<file path="src/hdl/lcar_pkg.sv">
// Shared types, constants and microprogram for the load cell converter reader.
package lcar_pkg;

    localparam int SAMPLE_BITS_DEF   = 24;
    localparam int FRACTION_BITS_DEF = 8;

    localparam int AVG_W      = 24;
    localparam int WEIGHT_W   = 32;
    localparam int SCALE_W    = 32;
    localparam int SCALE_FRAC = 16;
    localparam int SUM_W      = 32;
    localparam int CNT_W      = 8;

    localparam logic [SCALE_W-1:0]  SCALE_RESET = 32'h0001_0000;
    localparam logic [WEIGHT_W-1:0] WEIGHT_MAX  = 32'h7FFF_FFFF;
    localparam logic [WEIGHT_W-1:0] WEIGHT_MIN  = 32'h8000_0000;

    // Request codes; anything else is a tick.
    localparam logic [1:0] REQ_WEIGH = 2'd1;
    localparam logic [1:0] REQ_TARE  = 2'd2;

    typedef enum logic [2:0] {
        PH_IDLE,
        PH_WAIT,
        PH_HIGH,
        PH_LOW,
        PH_GAIN
    } phase_t;

    typedef enum logic [2:0] {
        OP_NONE,
        OP_FETCH,
        OP_DIV_AVG,
        OP_AVG,
        OP_DIV_WT,
        OP_WT,
        OP_EMIT
    } op_t;

    typedef enum logic [2:0] {
        COND_ALWAYS,
        COND_NO_IN,
        COND_NOT_FIN,
        COND_DIV_BUSY,
        COND_TARE,
        COND_OUT_BLOCKED
    } cond_t;

    typedef enum logic [3:0] {
        ST_FETCH,
        ST_CHECK,
        ST_DIV_AVG,
        ST_WAIT_AVG,
        ST_AVG,
        ST_DIV_WT,
        ST_WAIT_WT,
        ST_WT,
        ST_EMIT
    } step_t;

    typedef struct packed {
        op_t   op;
        cond_t cond;
        step_t tgt_t;
        step_t tgt_f;
    } ctrl_word_t;

    typedef struct packed {
        logic in_valid;
        logic finish;
        logic div_busy;
        logic tare;
        logic out_blocked;
    } seq_status_t;

    // Control store: jump to tgt_t when cond holds, else to tgt_f.
    function automatic ctrl_word_t microcode(input step_t step);
        ctrl_word_t w;
        unique case (step)
            ST_FETCH:    w = '{OP_FETCH,   COND_NO_IN,       ST_FETCH,    ST_CHECK};
            ST_CHECK:    w = '{OP_NONE,    COND_NOT_FIN,     ST_EMIT,     ST_DIV_AVG};
            ST_DIV_AVG:  w = '{OP_DIV_AVG, COND_ALWAYS,      ST_WAIT_AVG, ST_WAIT_AVG};
            ST_WAIT_AVG: w = '{OP_NONE,    COND_DIV_BUSY,    ST_WAIT_AVG, ST_AVG};
            ST_AVG:      w = '{OP_AVG,     COND_TARE,        ST_EMIT,     ST_DIV_WT};
            ST_DIV_WT:   w = '{OP_DIV_WT,  COND_ALWAYS,      ST_WAIT_WT,  ST_WAIT_WT};
            ST_WAIT_WT:  w = '{OP_NONE,    COND_DIV_BUSY,    ST_WAIT_WT,  ST_WT};
            ST_WT:       w = '{OP_WT,      COND_ALWAYS,      ST_EMIT,     ST_EMIT};
            ST_EMIT:     w = '{OP_EMIT,    COND_OUT_BLOCKED, ST_EMIT,     ST_FETCH};
            default:     w = '{OP_NONE,    COND_ALWAYS,      ST_FETCH,    ST_FETCH};
        endcase
        return w;
    endfunction

endpackage

</file>
<file path="src/hdl/lcar_divider.sv">
// Shared radix-2 restoring divider, one quotient bit per cycle.
module lcar_divider #(
    parameter int DIV_W = 49,
    parameter int DEN_W = 32
) (
    input  logic                            clk,
    input  logic                            rst_n,
    input  logic                            start,
    input  logic [DIV_W-1:0]                dividend,
    input  logic [DEN_W-1:0]                divisor,
    input  logic [$clog2(DIV_W+1)-1:0]      iters,
    output logic                            busy,
    output logic [DIV_W-1:0]                quotient
);

    localparam int ITER_W = $clog2(DIV_W + 1);

    logic [DIV_W-1:0]  num_reg, num_next;
    logic [DEN_W-1:0]  den_reg, den_next;
    logic [DEN_W-1:0]  rem_reg, rem_next;
    logic [ITER_W-1:0] cnt_reg, cnt_next;

    logic [DEN_W:0] trial;
    logic [DEN_W:0] trial_diff;
    logic           take;

    // Dividend is left-aligned; quotient bits shift in at the bottom.
    always_comb
    begin
        trial      = {rem_reg, num_reg[DIV_W-1]};
        trial_diff = trial - {1'b0, den_reg};
        take       = ~trial_diff[DEN_W];

        num_next = num_reg;
        den_next = den_reg;
        rem_next = rem_reg;
        cnt_next = cnt_reg;
        if (start)
        begin
            num_next = dividend;
            den_next = divisor;
            rem_next = '0;
            cnt_next = iters;
        end
        else if (cnt_reg != '0)
        begin
            num_next = {num_reg[DIV_W-2:0], take};
            rem_next = take ? trial_diff[DEN_W-1:0] : trial[DEN_W-1:0];
            cnt_next = cnt_reg - 1'b1;
        end
    end

    always_ff @(posedge clk or negedge rst_n)
    begin
        if (!rst_n)
        begin
            cnt_reg <= '0;
        end
        else
        begin
            cnt_reg <= cnt_next;
        end
    end

    always_ff @(posedge clk)
    begin
        num_reg <= num_next;
        den_reg <= den_next;
        rem_reg <= rem_next;
    end

    assign busy     = (cnt_reg != '0);
    assign quotient = num_reg;

endmodule

</file>
<file path="src/hdl/lcar_sequencer.sv">
// Microprogram sequencer: step counter, control store lookup and conditional jumps.
module lcar_sequencer (
    input  logic                     clk,
    input  logic                     rst_n,
    input  lcar_pkg::seq_status_t    status,
    output lcar_pkg::ctrl_word_t     ctrl
);

    lcar_pkg::step_t pc_reg, pc_next;
    logic            cond_true;

    always_comb
    begin
        ctrl = lcar_pkg::microcode(pc_reg);
        unique case (ctrl.cond)
            lcar_pkg::COND_ALWAYS:      cond_true = 1'b1;
            lcar_pkg::COND_NO_IN:       cond_true = ~status.in_valid;
            lcar_pkg::COND_NOT_FIN:     cond_true = ~status.finish;
            lcar_pkg::COND_DIV_BUSY:    cond_true = status.div_busy;
            lcar_pkg::COND_TARE:        cond_true = status.tare;
            lcar_pkg::COND_OUT_BLOCKED: cond_true = status.out_blocked;
            default:                    cond_true = 1'b1;
        endcase
        pc_next = cond_true ? ctrl.tgt_t : ctrl.tgt_f;
    end

    always_ff @(posedge clk or negedge rst_n)
    begin
        if (!rst_n)
        begin
            pc_reg <= lcar_pkg::ST_FETCH;
        end
        else
        begin
            pc_reg <= pc_next;
        end
    end

endmodule

</file>
<file path="src/hdl/load_cell_adc_reader.sv">
// Top level: converter clocking, bit sampling, averaging, tare and scaling datapath.
//
//  channel  direction  handshake              payload
//  in       in         in_valid / in_ready    req_type, dout_level, sample_count
//  out      out        out_valid / out_ready  sck_level, done_res, was_tare,
//                                             weight_value, average_raw, busy_res
//  cfg      in         cfg_valid / cfg_ready  scale_factor
//
// A plain tick runs fetch, check and emit. The tick that ends the last conversion
// of a tare also runs the mean division; that of a weighing runs the mean and then
// the weight division on the shared bit-serial divider: 32 quotient bits for the mean,
// then 41 + FRACTION_BITS quotient bits for the scaled weight.
// Reset: sequencer at fetch, converter idle, offset 0, scale 1.0 in Q16.16.
// A new item is taken while the previous result still waits; the emit step
// holds until the output register is free. cfg_ready is always high.
module load_cell_adc_reader #(
    parameter int SAMPLE_BITS   = lcar_pkg::SAMPLE_BITS_DEF,
    parameter int FRACTION_BITS = lcar_pkg::FRACTION_BITS_DEF
) (
    input  logic                clk,
    input  logic                rst_n,

    input  logic                in_valid,
    output logic                in_ready,
    input  logic [1:0]          req_type,
    input  logic                dout_level,
    input  logic [7:0]          sample_count,

    output logic                out_valid,
    input  logic                out_ready,
    output logic                sck_level,
    output logic                done_res,
    output logic                was_tare,
    output logic signed [31:0]  weight_value,
    output logic signed [23:0]  average_raw,
    output logic                busy_res,

    input  logic                cfg_valid,
    output logic                cfg_ready,
    input  logic signed [31:0]  scale_factor
);

    localparam int AVG_W      = lcar_pkg::AVG_W;
    localparam int WEIGHT_W   = lcar_pkg::WEIGHT_W;
    localparam int SCALE_W    = lcar_pkg::SCALE_W;
    localparam int SUM_W      = lcar_pkg::SUM_W;
    localparam int CNT_W      = lcar_pkg::CNT_W;
    localparam int FRAC_SHIFT = lcar_pkg::SCALE_FRAC + FRACTION_BITS;
    localparam int DIFF_W     = AVG_W + 1;
    localparam int DIV_W      = DIFF_W + FRAC_SHIFT;
    localparam int ITER_W     = $clog2(DIV_W + 1);
    localparam int BCNT_W     = $clog2(SAMPLE_BITS + 1);

    lcar_pkg::ctrl_word_t  ctrl;
    lcar_pkg::seq_status_t status;

    // Converter and accumulation state
    lcar_pkg::phase_t        phase_reg, phase_next;
    logic [BCNT_W-1:0]       bitcnt_reg, bitcnt_next;
    logic [SAMPLE_BITS-1:0]  shift_reg, shift_next;
    logic [SUM_W-1:0]        sum_reg, sum_next;
    logic [CNT_W-1:0]        done_cnt_reg, done_cnt_next;
    logic [CNT_W-1:0]        wanted_reg, wanted_next;
    logic                    tare_reg, tare_next;
    logic                    fin_reg, fin_next;
    logic [AVG_W-1:0]        offset_reg, offset_next;
    logic [SCALE_W-1:0]      scale_reg;

    // Arithmetic results
    logic [AVG_W-1:0]        avg_reg, avg_next;
    logic                    neg_reg, neg_next;
    logic [WEIGHT_W-1:0]     weight_reg, weight_next;

    // Output register
    logic                    out_valid_reg, out_valid_next;
    logic                    sck_reg, done_reg, was_tare_reg, busy_reg;
    logic [WEIGHT_W-1:0]     weight_out_reg;
    logic [AVG_W-1:0]        avg_out_reg;

    logic                    in_xfer;
    logic                    is_start;
    logic [BCNT_W-1:0]       bitcnt_inc;
    logic [CNT_W-1:0]        done_inc;
    logic [SUM_W-1:0]        sample_ext;

    logic                    div_start;
    logic                    div_busy;
    logic [DIV_W-1:0]        div_dividend;
    logic [SCALE_W-1:0]      div_divisor;
    logic [ITER_W-1:0]       div_iters;
    logic [DIV_W-1:0]        div_quot;

    logic [SUM_W-1:0]        sum_mag;
    logic [DIFF_W-1:0]       diff;
    logic [DIFF_W-1:0]       diff_mag;
    logic [SCALE_W-1:0]      scale_mag;
    logic [AVG_W-1:0]        avg_q;
    logic [WEIGHT_W-1:0]     q_low;
    logic                    q_big;

    logic                    out_blocked;
    logic                    out_load;

    lcar_sequencer u_seq (
        .clk    (clk),
        .rst_n  (rst_n),
        .status (status),
        .ctrl   (ctrl)
    );

    lcar_divider #(
        .DIV_W (DIV_W),
        .DEN_W (SCALE_W)
    ) u_div (
        .clk      (clk),
        .rst_n    (rst_n),
        .start    (div_start),
        .dividend (div_dividend),
        .divisor  (div_divisor),
        .iters    (div_iters),
        .busy     (div_busy),
        .quotient (div_quot)
    );

    assign in_ready    = (ctrl.op == lcar_pkg::OP_FETCH);
    assign in_xfer     = in_valid & in_ready;
    assign out_blocked = out_valid_reg & ~out_ready;
    assign out_load    = (ctrl.op == lcar_pkg::OP_EMIT) & ~out_blocked;
    assign cfg_ready   = 1'b1;

    always_comb
    begin
        status.in_valid    = in_valid;
        status.finish      = fin_reg;
        status.div_busy    = div_busy;
        status.tare        = tare_reg;
        status.out_blocked = out_blocked;
    end

    // Converter phase machine, one step per accepted item
    always_comb
    begin
        is_start   = (req_type == lcar_pkg::REQ_WEIGH) || (req_type == lcar_pkg::REQ_TARE);
        bitcnt_inc = bitcnt_reg + 1'b1;
        done_inc   = done_cnt_reg + 1'b1;
        sample_ext = {{(SUM_W-SAMPLE_BITS){shift_reg[SAMPLE_BITS-1]}}, shift_reg};

        phase_next    = phase_reg;
        bitcnt_next   = bitcnt_reg;
        shift_next    = shift_reg;
        sum_next      = sum_reg;
        done_cnt_next = done_cnt_reg;
        wanted_next   = wanted_reg;
        tare_next     = tare_reg;
        fin_next      = fin_reg;

        if (in_xfer)
        begin
            fin_next = 1'b0;
            if (is_start)
            begin
                // a start while busy is dropped
                if (phase_reg == lcar_pkg::PH_IDLE)
                begin
                    wanted_next   = (sample_count == '0) ? CNT_W'(1) : sample_count;
                    done_cnt_next = '0;
                    sum_next      = '0;
                    tare_next     = (req_type == lcar_pkg::REQ_TARE);
                    bitcnt_next   = '0;
                    shift_next    = '0;
                    phase_next    = lcar_pkg::PH_WAIT;
                end
            end
            else
            begin
                unique case (phase_reg)
                    lcar_pkg::PH_IDLE:
                    begin
                        phase_next = lcar_pkg::PH_IDLE;
                    end
                    lcar_pkg::PH_WAIT:
                    begin
                        if (!dout_level)
                        begin
                            bitcnt_next = '0;
                            shift_next  = '0;
                            phase_next  = lcar_pkg::PH_HIGH;
                        end
                    end
                    lcar_pkg::PH_HIGH:
                    begin
                        phase_next = lcar_pkg::PH_LOW;
                    end
                    lcar_pkg::PH_LOW:
                    begin
                        shift_next  = {shift_reg[SAMPLE_BITS-2:0], dout_level};
                        bitcnt_next = bitcnt_inc;
                        phase_next  = (bitcnt_inc < BCNT_W'(SAMPLE_BITS)) ?
                                      lcar_pkg::PH_HIGH : lcar_pkg::PH_GAIN;
                    end
                    lcar_pkg::PH_GAIN:
                    begin
                        sum_next      = sum_reg + sample_ext;
                        done_cnt_next = done_inc;
                        if (done_inc >= wanted_reg)
                        begin
                            fin_next   = 1'b1;
                            phase_next = lcar_pkg::PH_IDLE;
                        end
                        else
                        begin
                            phase_next = lcar_pkg::PH_WAIT;
                        end
                    end
                    default:
                    begin
                        phase_next = lcar_pkg::PH_IDLE;
                    end
                endcase
            end
        end
    end

    // Mean and weight arithmetic around the shared divider
    always_comb
    begin
        sum_mag   = sum_reg[SUM_W-1] ? (SUM_W'(0) - sum_reg) : sum_reg;
        diff      = {avg_reg[AVG_W-1], avg_reg} - {offset_reg[AVG_W-1], offset_reg};
        diff_mag  = diff[DIFF_W-1] ? (DIFF_W'(0) - diff) : diff;
        scale_mag = scale_reg[SCALE_W-1] ? (SCALE_W'(0) - scale_reg) : scale_reg;

        div_start = (ctrl.op == lcar_pkg::OP_DIV_AVG) || (ctrl.op == lcar_pkg::OP_DIV_WT);
        if (ctrl.op == lcar_pkg::OP_DIV_WT)
        begin
            div_dividend = {diff_mag, FRAC_SHIFT'(0)};
            div_divisor  = scale_mag;
            div_iters    = ITER_W'(DIV_W);
        end
        else
        begin
            div_dividend = {sum_mag, (DIV_W-SUM_W)'(0)};
            div_divisor  = SCALE_W'(wanted_reg);
            div_iters    = ITER_W'(SUM_W);
        end

        // |mean| <= 2^23, so the low bits of the quotient carry it
        avg_q = div_quot[AVG_W-1:0];
        q_low = div_quot[WEIGHT_W-1:0];
        q_big = |div_quot[DIV_W-1:WEIGHT_W-1];

        avg_next    = avg_reg;
        offset_next = offset_reg;
        neg_next    = neg_reg;
        weight_next = weight_reg;

        if (ctrl.op == lcar_pkg::OP_AVG)
        begin
            avg_next = sum_reg[SUM_W-1] ? (AVG_W'(0) - avg_q) : avg_q;
            if (tare_reg)
            begin
                offset_next = avg_next;
            end
        end
        if (ctrl.op == lcar_pkg::OP_DIV_WT)
        begin
            neg_next = diff[DIFF_W-1] ^ scale_reg[SCALE_W-1];
        end
        if (ctrl.op == lcar_pkg::OP_WT)
        begin
            if (neg_reg)
            begin
                weight_next = q_big ? lcar_pkg::WEIGHT_MIN : (WEIGHT_W'(0) - q_low);
            end
            else
            begin
                weight_next = q_big ? lcar_pkg::WEIGHT_MAX : q_low;
            end
        end
    end

    always_comb
    begin
        out_valid_next = out_valid_reg;
        if (out_load)
        begin
            out_valid_next = 1'b1;
        end
        else if (out_ready)
        begin
            out_valid_next = 1'b0;
        end
    end

    always_ff @(posedge clk or negedge rst_n)
    begin
        if (!rst_n)
        begin
            phase_reg     <= lcar_pkg::PH_IDLE;
            bitcnt_reg    <= '0;
            shift_reg     <= '0;
            sum_reg       <= '0;
            done_cnt_reg  <= '0;
            wanted_reg    <= CNT_W'(1);
            tare_reg      <= 1'b0;
            fin_reg       <= 1'b0;
            offset_reg    <= '0;
            scale_reg     <= lcar_pkg::SCALE_RESET;
            out_valid_reg <= 1'b0;
        end
        else
        begin
            phase_reg     <= phase_next;
            bitcnt_reg    <= bitcnt_next;
            shift_reg     <= shift_next;
            sum_reg       <= sum_next;
            done_cnt_reg  <= done_cnt_next;
            wanted_reg    <= wanted_next;
            tare_reg      <= tare_next;
            fin_reg       <= fin_next;
            offset_reg    <= offset_next;
            out_valid_reg <= out_valid_next;
            // a zero scale would leave the divisor at zero: drop it
            if (cfg_valid && (scale_factor != '0))
            begin
                scale_reg <= scale_factor;
            end
        end
    end

    always_ff @(posedge clk)
    begin
        avg_reg    <= avg_next;
        neg_reg    <= neg_next;
        weight_reg <= weight_next;
        if (out_load)
        begin
            sck_reg        <= (phase_reg == lcar_pkg::PH_HIGH) ||
                              (phase_reg == lcar_pkg::PH_GAIN);
            done_reg       <= fin_reg;
            was_tare_reg   <= fin_reg & tare_reg;
            weight_out_reg <= (fin_reg && !tare_reg) ? weight_reg : '0;
            avg_out_reg    <= fin_reg ? avg_reg : '0;
            busy_reg       <= (phase_reg != lcar_pkg::PH_IDLE);
        end
    end

    assign out_valid    = out_valid_reg;
    assign sck_level    = sck_reg;
    assign done_res     = done_reg;
    assign was_tare     = was_tare_reg;
    assign weight_value = weight_out_reg;
    assign average_raw  = avg_out_reg;
    assign busy_res     = busy_reg;

    a_div_start_idle: assert property (@(posedge clk) disable iff (!rst_n)
        ((ctrl.op == lcar_pkg::OP_DIV_AVG) || (ctrl.op == lcar_pkg::OP_DIV_WT)) |-> !div_busy)
        else $error("divider restarted while busy");

    a_one_item: assert property (@(posedge clk) disable iff (!rst_n)
        (in_valid && in_ready) |=> !in_ready)
        else $error("second item taken before the first was emitted");

    a_done_idle: assert property (@(posedge clk) disable iff (!rst_n)
        (out_valid && done_res) |-> (!busy_res && !sck_level))
        else $error("finished result reports a busy converter");

    a_scale_nonzero: assert property (@(posedge clk) disable iff (!rst_n)
        scale_reg != '0)
        else $error("scale register holds zero");

endmodule

</file>
<file path="config.mk">
export PLATFORM = sky130hd
export DESIGN_NAME = load_cell_adc_reader
export DESIGN_NICKNAME = d
export VERILOG_FILES = /design/src/hdl/lcar_pkg.sv /design/src/hdl/lcar_divider.sv /design/src/hdl/lcar_sequencer.sv /design/src/hdl/load_cell_adc_reader.sv
export SDC_FILE = /design/constraint.sdc
export NUM_CORES = 1
export LEC_CHECK = 0
export BUFFER_PORTS_ARGS = -buffer_cell sky130_fd_sc_hd__buf_2
export CAP_MARGIN = 30
export CORE_MARGIN = 5
export CORE_UTILIZATION = 30
export CTS_BUF_LIST = sky130_fd_sc_hd__clkbuf_8
export CTS_CLUSTER_DIAMETER = 40
export DETAILED_ROUTE_END_ITERATION = 10
export GPL_ROUTABILITY_DRIVEN = 0
export PLACE_DENSITY = 0.47
export SLEW_MARGIN = 20
export SYNTH_ARGS = -nofsm -noshare
export SYNTH_HDL_FRONTEND = slang
export SYNTH_SLANG_ARGS = --single-unit
</file>
<file path="constraint.sdc">
create_clock -name clk -period 4.1 [get_ports clk]
set_input_delay 0.615 -clock clk [delete_from_list [all_inputs] [get_ports clk]]
set_output_delay 0.615 -clock clk [all_outputs]
set_load 0.01 [all_outputs]
</file>
==> results.md <==
Outcome
* completed — outcome

Floorplan
* 0.0756 sq mm — Core Region
* 0.302 — starting density of the core
* 0.0816 sq mm — area enclosed by the die boundary
* 101 — number of standard-cell rows in the floorplan
* 286 um — die boundary width
* 111 — IO Pins
* 286 um — vertical die dimension

Global route
* 0.150 — GRT Total Usage
* 0 — total overflow reported by the global router
* 17,800 — via count of the first global-routing pass
* 72 — pin count of the biggest net entering global routing
* 99,400 um — global-route wire length before repair
* 2 — antenna violations before repair

Yosys
* 0.453 — sequential share of the synthesized area
* 2,537 — net count after synthesis
* 77 — distinct cell type count after synthesis
* sky130_fd_sc_hd__nand2_1 — most common cell in the netlist
* 9.58 sq um — post-synthesis average cell area
* sky130_fd_sc_hd__edfxtp_1 26%, sky130_fd_sc_hd__dfrtp_1 16%, sky130_fd_sc_hd__ha_1 5.9% — biggest area contributors in the synthesized netlist
* 2,378 — Post-Synthesis Cells
* 0.261 — Synth top area share
* 0 — Synth warnings
* sky130_fd_sc_hd__edfxtp_1 — cell taking the most area after synthesis
* 213 x sky130_fd_sc_hd__nand2_1, 198 x sky130_fd_sc_hd__edfxtp_1, 186 x sky130_fd_sc_hd__o21ai_0 — leading cell types by count after synthesis
* 198 — number of synthesized flops with an enable pin
* 0.0228 sq mm — summed instance area of the synthesized netlist
* 379 — Yosys reg bits
* 0.393 — Post-synth ARST share
* sky130_fd_sc_hd__edfxtp_1 — dominant register cell in the synthesized netlist

Worst setup path
* 11 — count of cells along the worst register-to-register path
* sky130_fd_sc_hd__a21oi_1 — crit-path most repeated cell
* 4.50 ns — Req. time, crit path
* flop — Worst setup EP type
* avg_reg[5] — reg-to-reg startpoint
* reg -> reg — critical path class
* flop — Critical Path Start Type
* sky130_fd_sc_hd__o311ai_0 — Crit-path slowest cell
* 0 — CP bufs+invs
* 0.19 ns — worst-case register-to-register setup slack
* 4.30 ns — worst path arrival time
* 0.60 ns — CP max stage delay
* u_div.quotient[48] — worst reg2reg endpoint
* ha_1, or3_1, a21oi_1, a211oi_2, o21a_1, o311ai_0, o31ai_1, nor3_2, and3_1, nand4_1, a21oi_1 — CP cell instances
* 7 — maximum fanout encountered on the critical timing path
* compound AO/OA/AOI/OAI gates — category of cells accounting for the largest share of critical-path delay

Finish
* 16.1% — area overhead of the layout relative to synthesis
* 2,672 — final-stage net count
* 49 — Largest register FFs
* 0.144 — share of cells above drive strength 1
* 3,564 — Cell Count, Final, Fillers Out

Clock network
* built — TritonCTS clock tree
* 84 — number of buffers inserted during clock tree synthesis
* 379 — clock tree sinks
* 3 — maximum root-to-sink buffer count
* 0.67 ns — clock insertion delay at the later pin of the skew report
* sky130_fd_sc_hd__clkbuf_8 — CTS root buffer
* 0 — setup bufs post-CTS
* 3 — H-tree depth reported by CTS
* 0.06 ns — clock transition at the registers of the reported paths

Timing
* 256 MHz — Highest Clock Rate
* 0.414 — relative max-transition margin
* 0 — Final Hold Fails
* 0.194 ns — final worst slack
* 0.0423 ns — clock skew
* 0 — setup-violating endpoint count in the final report
* 3.91 ns — minimum clock period after layout
* 0.953 — final cycle utilization of the critical path
* 0.200 ns — worst hold margin
* 0.877 ns — transition time at the pin with the least slew margin
* 0 — Final Slew Violations

Job
* 0 — max-capacitance violation count

Hold path
* in -> reg — Hold Path Class
* sample_count[2] — worst hold start
* 3 — hold depth
* wanted_reg[2] — Endpoint, Worst Hold

Routing
* 18,200 — detailed-route via count
* 0 — remaining design rule violation count
* met4 — uppermost layer routed
* 6 — number of detailed-route iterations in the first pass
* 5.10 — via-per-instance ratio
* 28,200 um — metal2 WL
* 62,900 um — total wire length after detailed routing
* 29,800 um — met1 WL
* 0 — post-route antenna net violation count
* 17.7 um — DR WL/cell
* 1,427 — count of routing violations after the opening detailed-route iteration
* 3100 um — amount of wire on met3 after detailed routing

Placement
* 0.0980 ns — Setup WS pre-CTS
* 3,403 — post-placement cell count
* 109 — Port Buf Inserts
* 45,300 um — final HPWL from detailed placement

Power
* 11.1 nW — P_leak
* 0.265 mV — IR drop worst, VDD
* 565 mW/mm^2 — Power Density
* 15.0 mW — overall power consumption

-- layout make-up --
class	instances	area [sq um]
fill	7699	49100
clock buffer	92	1270
multi-input combinational	1782	11700
inverter	102	383
sequential	379	10300
timing repair buffer	164	1010
clock inverter	65	524
tap	978	1220
antenna	2	5.00
-- report_power, final --
group          internal [mW]  leakage [nW]  switching [mW]
Clock                   2.59         0.973            1.84
Sequential              4.97          4.08           0.686
Combinational           2.05          6.00            2.83
-- stage by stage --
step / TNS [ns] / util / instance area (sq um)
after floorplan: 0 / - / 22800
after global placement: 0 / 0.326 / 24600
after detailed placement: 0 / 0.326 / 24600
after CTS: 0 / 0.350 / 26400
after global routing: -0.00773 / 0.350 / 26500
final: 0 / 0.350 / 26500
-- timing repair --
action                                  4_1_cts  5_1_grt
hold buffers                                  1        0
endpoints found under the setup margin        0        8
resized for setup                             0        3
hold endpoints to repair                     56        0
-- routing by layer --
| metal | track usage | up-vias |
|---|---|---|
| met5 | 0 | - |
| met4 | 0.0530 | 0 |
| met3 | 0.0280 | 99 |
| met2 | 0.236 | 435 |
| met1 | 0.207 | 8689 |
| li1 | - | 8949 |
-- worst max path at each step --
| stage | start | depth (start not counted) | slack [ns] | endpoint |
|---|---|---|---|---|
| floorplan | u_seq.pc_reg[0] | 4 | 0.39 | weight_reg[0] |
| global placement | offset_reg[0] | 13 | 0.16 | u_div.quotient[48] |
| detailed placement | offset_reg[0] | 13 | 0.1 | u_div.quotient[48] |
| CTS | offset_reg[0] | 13 | 0.02 | u_div.quotient[48] |
| global route | avg_reg[6] | 11 | -0.008 | u_div.quotient[48] |
| finish | avg_reg[5] | 11 | 0.19 | u_div.quotient[48] |
-- cell families (layout without fill, tap and decap cells) --
kind of cell,after synthesis,count (layout),share of synthesized area
AOI/OAI and AO/OA,631,631,0.174
xor gates and xnor gates,179,179,0.0688
DFF,379,379,0.453
buffers and inverters,217,423,0.0365
and+or+nand+nor,781,781,0.169
muxes,79,79,0.0370
adders and majority gates,111,111,0.0619
other,1,3,0.000165
-- cell usage in the layout (no fill, tap or decap), types with 9 or more instances in the layout --
cell                         Yosys  routed
sky130_fd_sc_hd__nand2b_1       23      23
sky130_fd_sc_hd__a22o_1         25      25
sky130_fd_sc_hd__o21ai_0       186     185
sky130_fd_sc_hd__ha_1          108     108
sky130_fd_sc_hd__nor2b_1        24      23
sky130_fd_sc_hd__dfrtp_1       147     147
sky130_fd_sc_hd__o21a_1         16      16
sky130_fd_sc_hd__nor2_1        182     179
sky130_fd_sc_hd__xor2_1        104     104
sky130_fd_sc_hd__o311ai_0       11      11
sky130_fd_sc_hd__edfxtp_1      198     198
sky130_fd_sc_hd__dfxtp_1        32      32
sky130_fd_sc_hd__nand3_1        65      65
sky130_fd_sc_hd__nand2_1       213     212
sky130_fd_sc_hd__a211oi_1       19      18
sky130_fd_sc_hd__or3_1          44      43
sky130_fd_sc_hd__mux2i_1        38      38
sky130_fd_sc_hd__o21bai_1        9       9
sky130_fd_sc_hd__clkinv_2        0       9
sky130_fd_sc_hd__and2_1         79      79
sky130_fd_sc_hd__o211ai_1       25      25
sky130_fd_sc_hd__clkbuf_8        0      92
sky130_fd_sc_hd__buf_4           1      49
sky130_fd_sc_hd__clkinv_1        0       9
sky130_fd_sc_hd__a21oi_1       160     159
sky130_fd_sc_hd__xnor2_1        75      74
sky130_fd_sc_hd__and3_1         20      20
sky130_fd_sc_hd__clkinvlp_4      0      11
sky130_fd_sc_hd__o22ai_1        17      17
sky130_fd_sc_hd__or4_1          11      11
sky130_fd_sc_hd__mux2_2         41      41
sky130_fd_sc_hd__a21o_1         45      45
sky130_fd_sc_hd__nand4_1        14      14
sky130_fd_sc_hd__a31oi_1        15      15
sky130_fd_sc_hd__o41ai_1        11      11
sky130_fd_sc_hd__nor4_1         27      27
sky130_fd_sc_hd__o31ai_1        31      30
sky130_fd_sc_hd__nor3_1         46      42
sky130_fd_sc_hd__inv_1         102     125
sky130_fd_sc_hd__buf_2           5     110
-- worst register-to-register path: stages (launching register included) --
cell,delay [ns]
sky130_fd_sc_hd__edfxtp_1,0.41
sky130_fd_sc_hd__ha_1,0.36
sky130_fd_sc_hd__or3_1,0.35
sky130_fd_sc_hd__a21oi_1,0.23
sky130_fd_sc_hd__a211oi_2,0.10
sky130_fd_sc_hd__o21a_1,0.27
sky130_fd_sc_hd__o311ai_0,0.60
sky130_fd_sc_hd__o31ai_1,0.23
sky130_fd_sc_hd__nor3_2,0.37
sky130_fd_sc_hd__and3_1,0.21
sky130_fd_sc_hd__nand4_1,0.13
sky130_fd_sc_hd__a21oi_1,0.39
Note: power is estimated with default switching activity, not from simulation.
